==> src/hnep_pkg.sv <==
`default_nettype none

package hnep_pkg;

    localparam int unsigned TYPE_W      = 6;
    localparam int unsigned BYTE_W      = 8;
    localparam int unsigned IDX_W       = 3;
    localparam int unsigned IN_DATA_W   = 16;
    localparam int unsigned OUT_DATA_W  = 8;

    localparam logic [BYTE_W-1:0] ESCAPE_BYTE = 8'h03;
    localparam logic [BYTE_W-1:0] ZERO_BYTE   = 8'h00;
    localparam logic [BYTE_W-1:0] ONE_BYTE    = 8'h01;
    localparam logic [BYTE_W-1:0] TID_TSA_N   = 8'h02;

    localparam logic [TYPE_W-1:0] TYPE_TSA_N       = 6'd2;
    localparam logic [TYPE_W-1:0] TYPE_UNSPECIFIED = 6'd62;

    localparam logic FUNC_START   = 1'b0;
    localparam logic FUNC_PAYLOAD = 1'b1;

    localparam logic [IDX_W-1:0] START_LEN   = 3'd6;
    localparam logic [IDX_W-1:0] IDX_SC_LAST = 3'd3;
    localparam logic [IDX_W-1:0] IDX_HDR0    = 3'd4;

    localparam logic [1:0] ZRUN_MAX = 2'd2;

    typedef struct packed {
        logic              func;
        logic [TYPE_W-1:0] nal_type;
        logic [BYTE_W-1:0] data_byte;
        logic              last;
    } item_t;

    function automatic logic [BYTE_W-1:0] start_byte(
        input logic [IDX_W-1:0]  idx,
        input logic [TYPE_W-1:0] nal_type
    );
        logic [BYTE_W-1:0] b;
        begin
            if (idx < IDX_SC_LAST)
            begin
                b = ZERO_BYTE;
            end
            else if (idx == IDX_SC_LAST)
            begin
                b = ONE_BYTE;
            end
            else if (idx == IDX_HDR0)
            begin
                b = {1'b0, nal_type, 1'b0};
            end
            else
            begin
                b = (nal_type == TYPE_TSA_N) ? TID_TSA_N : ONE_BYTE;
            end
            return b;
        end
    endfunction

endpackage

`default_nettype wire

==> src/hevc_nal_emulation_prevention_top.sv <==
`default_nettype none

// channel   dir  tdata (low bit up)               tuser          tlast
// s_axis    in   nal_type[5:0], data_byte[13:6]   func           last
// m_axis    out  out_byte[7:0]                    run_end        nal_end
//
// One output byte per cycle. A payload item gives 1 to 3 bytes (escape,
// byte, trailing escape); a start item gives 6 bytes (start code, header).
// The item register, zero run and escape enable set that count; the next item is
// taken in the cycle its predecessor's final byte enters the output register.
// rst_n clears the valid flags and zero run and sets escape enable, asynchronously.
// A stall on m_axis holds the output register and the item in progress.

module hevc_nal_emulation_prevention_top (
    input  wire logic                                clk,
    input  wire logic                                rst_n,
    input  wire logic                                s_axis_tvalid,
    output logic                                     s_axis_tready,
    // nal_type[5:0], data_byte[13:6], zero[15:14]
    input  wire logic [hnep_pkg::IN_DATA_W-1:0]      s_axis_tdata,
    input  wire logic                                s_axis_tuser,  // func
    input  wire logic                                s_axis_tlast,
    output logic                                     m_axis_tvalid,
    input  wire logic                                m_axis_tready,
    output logic [hnep_pkg::OUT_DATA_W-1:0]          m_axis_tdata,  // out_byte[7:0]
    output logic                                     m_axis_tuser,  // run_end
    output logic                                     m_axis_tlast   // nal_end
);

    hnep_pkg::item_t                  item_reg;
    logic                             item_valid_reg;
    logic [hnep_pkg::IDX_W-1:0]       idx_reg;
    logic [hnep_pkg::IDX_W-1:0]       idx_next;
    logic [1:0]                       zrun_reg;
    logic [1:0]                       zrun_next;
    logic                             esc_en_reg;
    logic                             esc_en_next;

    logic [hnep_pkg::BYTE_W-1:0]      byte_reg;
    logic                             out_valid_reg;
    logic                             run_end_reg;
    logic                             nal_end_reg;

    logic                             has_esc;
    logic                             has_trail;
    logic [hnep_pkg::IDX_W-1:0]       len;
    logic [hnep_pkg::IDX_W-1:0]       pidx;
    logic                             final_byte;
    logic                             out_load;
    logic                             in_take;
    logic [hnep_pkg::BYTE_W-1:0]      byte_next;
    logic [1:0]                       zrun_base;

    always_comb
    begin
        has_esc   = esc_en_reg && (zrun_reg >= hnep_pkg::ZRUN_MAX)
                    && (item_reg.data_byte <= hnep_pkg::ESCAPE_BYTE);
        has_trail = item_reg.last && (item_reg.data_byte == hnep_pkg::ZERO_BYTE);
        if (item_reg.func == hnep_pkg::FUNC_START)
        begin
            len = hnep_pkg::START_LEN;
        end
        else
        begin
            len = 3'd1 + {2'b00, has_esc} + {2'b00, has_trail};
        end
        final_byte = (idx_reg == (len - 3'd1));
        out_load   = item_valid_reg && (!out_valid_reg || m_axis_tready);
        in_take    = s_axis_tvalid && s_axis_tready;
        s_axis_tready = !item_valid_reg || (out_load && final_byte);

        // payload position with the escape slot removed
        pidx = idx_reg - {2'b00, has_esc};
        if (item_reg.func == hnep_pkg::FUNC_START)
        begin
            byte_next = hnep_pkg::start_byte(idx_reg, item_reg.nal_type);
        end
        else if (has_esc && (idx_reg == 3'd0))
        begin
            byte_next = hnep_pkg::ESCAPE_BYTE;
        end
        else if (pidx == 3'd0)
        begin
            byte_next = item_reg.data_byte;
        end
        else
        begin
            byte_next = hnep_pkg::ESCAPE_BYTE;
        end

        idx_next = idx_reg;
        if (in_take)
        begin
            idx_next = '0;
        end
        else if (out_load)
        begin
            idx_next = idx_reg + 3'd1;
        end

        // state after the item completes
        zrun_base   = has_esc ? 2'd0 : zrun_reg;
        zrun_next   = zrun_reg;
        esc_en_next = esc_en_reg;
        if (out_load && final_byte)
        begin
            if (item_reg.func == hnep_pkg::FUNC_START)
            begin
                zrun_next   = 2'd0;
                esc_en_next = (item_reg.nal_type != hnep_pkg::TYPE_UNSPECIFIED);
            end
            else if (has_trail)
            begin
                zrun_next = 2'd0;
            end
            else if (item_reg.data_byte == hnep_pkg::ZERO_BYTE)
            begin
                zrun_next = (zrun_base < hnep_pkg::ZRUN_MAX) ? zrun_base + 2'd1 : zrun_base;
            end
            else
            begin
                zrun_next = 2'd0;
            end
        end
    end

    always_ff @(posedge clk or negedge rst_n)
    begin
        if (!rst_n)
        begin
            item_valid_reg <= 1'b0;
            out_valid_reg  <= 1'b0;
            idx_reg        <= '0;
            zrun_reg       <= 2'd0;
            esc_en_reg     <= 1'b1;
        end
        else
        begin
            idx_reg    <= idx_next;
            zrun_reg   <= zrun_next;
            esc_en_reg <= esc_en_next;
            if (s_axis_tready)
            begin
                item_valid_reg <= s_axis_tvalid;
            end
            if (out_load)
            begin
                out_valid_reg <= 1'b1;
            end
            else if (m_axis_tready)
            begin
                out_valid_reg <= 1'b0;
            end
        end
    end

    always_ff @(posedge clk)
    begin
        if (in_take)
        begin
            item_reg.func      <= s_axis_tuser;
            item_reg.nal_type  <= s_axis_tdata[5:0];
            item_reg.data_byte <= s_axis_tdata[13:6];
            item_reg.last      <= s_axis_tlast;
        end
        if (out_load)
        begin
            byte_reg    <= byte_next;
            run_end_reg <= final_byte;
            nal_end_reg <= final_byte && item_reg.last;
        end
    end

    assign m_axis_tvalid = out_valid_reg;
    assign m_axis_tdata  = byte_reg;
    assign m_axis_tuser  = run_end_reg;
    assign m_axis_tlast  = nal_end_reg;

endmodule

`default_nettype wire
==> config.mk <==
export PLATFORM = sky130hd
export DESIGN_NAME = hevc_nal_emulation_prevention_top
export DESIGN_NICKNAME = d
export VERILOG_FILES = /design/src/hnep_pkg.sv /design/src/hevc_nal_emulation_prevention_top.sv
export SDC_FILE = /design/constraint.sdc
export NUM_CORES = 1
export LEC_CHECK = 0
export BUFFER_PORTS_ARGS = -buffer_cell sky130_fd_sc_hd__buf_2
export CAP_MARGIN = 15
export CELL_PAD_IN_SITES_DETAIL_PLACEMENT = 2
export CELL_PAD_IN_SITES_GLOBAL_PLACEMENT = 2
export CORE_ASPECT_RATIO = 0.5
export CORE_UTILIZATION = 35
export DETAILED_ROUTE_END_ITERATION = 7
export GPL_TIMING_DRIVEN = 0
export HOLD_SLACK_MARGIN = 0.05
export PLACE_DENSITY = 0.87
export SYNTH_ARGS = -nofsm -noshare
export SYNTH_HDL_FRONTEND = slang
export SYNTH_SLANG_ARGS = --single-unit
==> constraint.sdc <==
create_clock -name clk -period 3.6 [get_ports clk]
set_input_delay 0.72 -clock clk [delete_from_list [all_inputs] [get_ports clk]]
set_output_delay 0.72 -clock clk [all_outputs]
set_load 0.02 [all_outputs]
==> metrics <==
port bufs=31; status=completed; Net count, final=182; # clock sinks=34; switching pwr=0.5259 mW; num ports=34; Worst EP arrival=2.68 ns; routability cong.=0.7750; DR WL/cell=22.22 µm; post-synth top area share=0.5057; WL final=4.645 mm; Async SR Flop Fraction=0.2353; Syn. warnings=0; iteration count of the initial detailed-routing pass=4; unrepaired setup endpoints after global routing=no; FILL cells=between 400 and 500; setup violators final=0; kind of start point of the critical path=flip-flop; number of synthesized flops with an enable pin=26; pin count of the biggest net entering global routing=17; grt met1 use=0.2718; Sw Ratio=0.3507; Worst-path clk slew=0.08 ns; Hold Fails Final Rpt=0; Post-CTS Hold Fix Bufs=0; Clock Tree Buf Depth=2; layout cells sized above 1=0.3355; max incr delay on CP=0.45 ns; gr busiest metal=met2; Global Route Usage Sum=0.2266; P_leak=0.8110 nW; Die Footprint=4697 µm²; first-pass GRT wire length=~7.3 mm; placed wire-length estimate=2.868 mm; min Tclk post-route=3.397 ns; grt total ovfl=0; Mapped Area=1544 µm²; DRT iter0 DRCs=55; Root Buffer=clkbuf_8; via count=1127; WP data required=2.88 ns; critical path class=reg -> out; Mapped Cells=115; Die Y=48.97 µm; Max Cap Violations=0; area grow syn2layout=24.39%; Reg area=around 980 µm²; CTS tree=built; Worst Tran Pin Value=0.9064 ns; vias per cell=5.392; Remaining DRCs=0; grt met2 use=0.3786; worst rel slew slack=0.3957; crit-path cells=nor4_4 -> nand4_2 -> ha_1 -> xor2_1 -> mux2i_1 -> o211ai_1 -> buf_2; cell type with the highest aggregate area in the netlist=edfxtp_1; peak supply drop=388.3 µV; H-tree depth=2; CP Max Fanout=5; nature of the critical path endpoint=primary output; fin. max-slew vios=0; PwrDens=780.7 nW/µm²; Clock Latency Late Sink=0.29 ns; most frequent cells in the layout=buf_2 (32), edfxtp_1 (26), nor2_1 (7), nand2_1 (7), dfrtp_1 (7); Core Region=4064 µm²; library cells used by synthesis=39; Clock Skews=0.009586 ns; Multi-input gate area=535.5 µm²; Hold Path Class=in -> async; Synth Register Bits=34; post-synthesis average cell area=13.43 µm²; Post-DRT Antenna Nets=0; Gate power share=0.302; die width=95.93 µm; slowest CP cell=edfxtp_1; Area contributors post-synth=edfxtp_1 (51%), dfrtp_1 (11%), ha_1 (4.9%); # rows=16; f_max=294.4 MHz; Final TNS setup=0 ns; hold slack=roughly 0.27 ns; clock network fraction of total power=0.292; vias in the first global route=~1300; met3 Track Usage GR=0.07009; initial antenna violation count=0; sequential-to-total area share from yosys stat=0.6361; Initial Utilization=0.3799; Internal=0.9735 mW; commonest non-fill, non-tap cell in the layout=buf_2; Post-synth top flop=edfxtp_1; number of diodes=0; number of flip-flops in the largest register=16; Tcrit/Tclk final=0.9436; number of CTS-inserted buffers=5; syn nets=143; Seq pwr share=0.406
[per-stage QoR]
step / setup slack [ns] / instance area [µm²] / power, mW / util / cells
finish: 0.2032 / 1921 / 1.499 / 0.4726 / 209
global placement: 0.4047 / 1767 / 0.9804 / 0.4347 / 200
detailed placement: 0.2088 / 1767 / 1.011 / 0.4347 / 200
global route: 0.04036 / 1921 / 1.562 / 0.4726 / 209
CTS: 0.1207 / 1912 / 1.492 / 0.4704 / 209
floorplan: 0.6279 / 1544 / 0.8653 / - / 115
[power groups by stage]
stage          combinational (mW)  clock (mW)  sequential (mW)
2_1_floorplan               0.234           0            0.631
3_3_place_gp                0.384           0            0.597
3_5_place_dp                0.405           0            0.605
4_1_cts                     0.448       0.440            0.605
5_1_grt                     0.484       0.459            0.620
6_report                    0.453       0.438            0.609
[kinds of logic (layout without fill, tap and decap cells)]
group,after synthesis,after routing,synth area share
AND/OR/NAND/NOR,39,39,0.1491
flip-flops,34,34,0.6361
AO/OA/AOI/OAI,22,22,0.1110
adder cells (fa/ha/maj),6,6,0.04862
multiplexers,3,3,0.02107
buffers and inverters,9,49,0.02269
XOR/XNOR,2,2,0.01135
[worst max-delay path: cells and delay by family, from the launching register on]
kind | cells | cell delay (ns)
buf+inv | 1 | 0.20
simple gates | 2 | 0.65
fa+ha+maj | 1 | 0.28
compound gates | 1 | 0.17
flops | 1 | 0.45
xor+xnor | 1 | 0.28
mux | 1 | 0.36
[layer usage]
layer  wire (µm)  up-vias
met5           0        -
met2        2304       37
met4          93        0
met3         283       11
li1            -      516
met1        1964      563
[cells in the mapped netlist, types with 2 or more instances]
library cell,n
o211ai_1,3
inv_1,6
a21oi_1,5
nor2_1,7
nand2b_1,3
dfrtp_1,7
a32o_2,5
mux2_2,2
and3_1,2
ha_1,6
and2_1,4
nor2b_1,3
clkbuf_1,2
edfxtp_1,26
nand4_1,4
nand2_1,7
[cell type report]
type                       instances  share of cell area
clock inverter                     3             0.03583
sequential                        34              0.5114
clock buffer                       5             0.03583
inverter                           6             0.01173
tap                               54             0.03518
timing repair buffer              32             0.08469
multi-input combinational         72              0.2788
buffer                             3            0.006515
[path summary, 6_finish.rpt]
path                        startpoint            end  slack [ns]  cells after the start
min in group clk           zrun_reg[0]    zrun_reg[0]        0.52                      1
max                        item_reg[6]  s_axis_tready        0.20                      7
max in group asynchronous        rst_n     esc_en_reg        3.07                      1
min reg2reg                zrun_reg[0]    zrun_reg[0]        0.52                      1
max reg2reg                item_reg[6]    item_reg[3]        0.31                      8
min                              rst_n     idx_reg[1]        0.27                      1
[repair_timing]
item	CTS	global route
hold endpoints to repair	0	0
setup buffers	1	0
pin swaps	1	0
gates resized for setup	0	1
setup endpoints to repair	1	17
(Power assumes the default switching activity.)
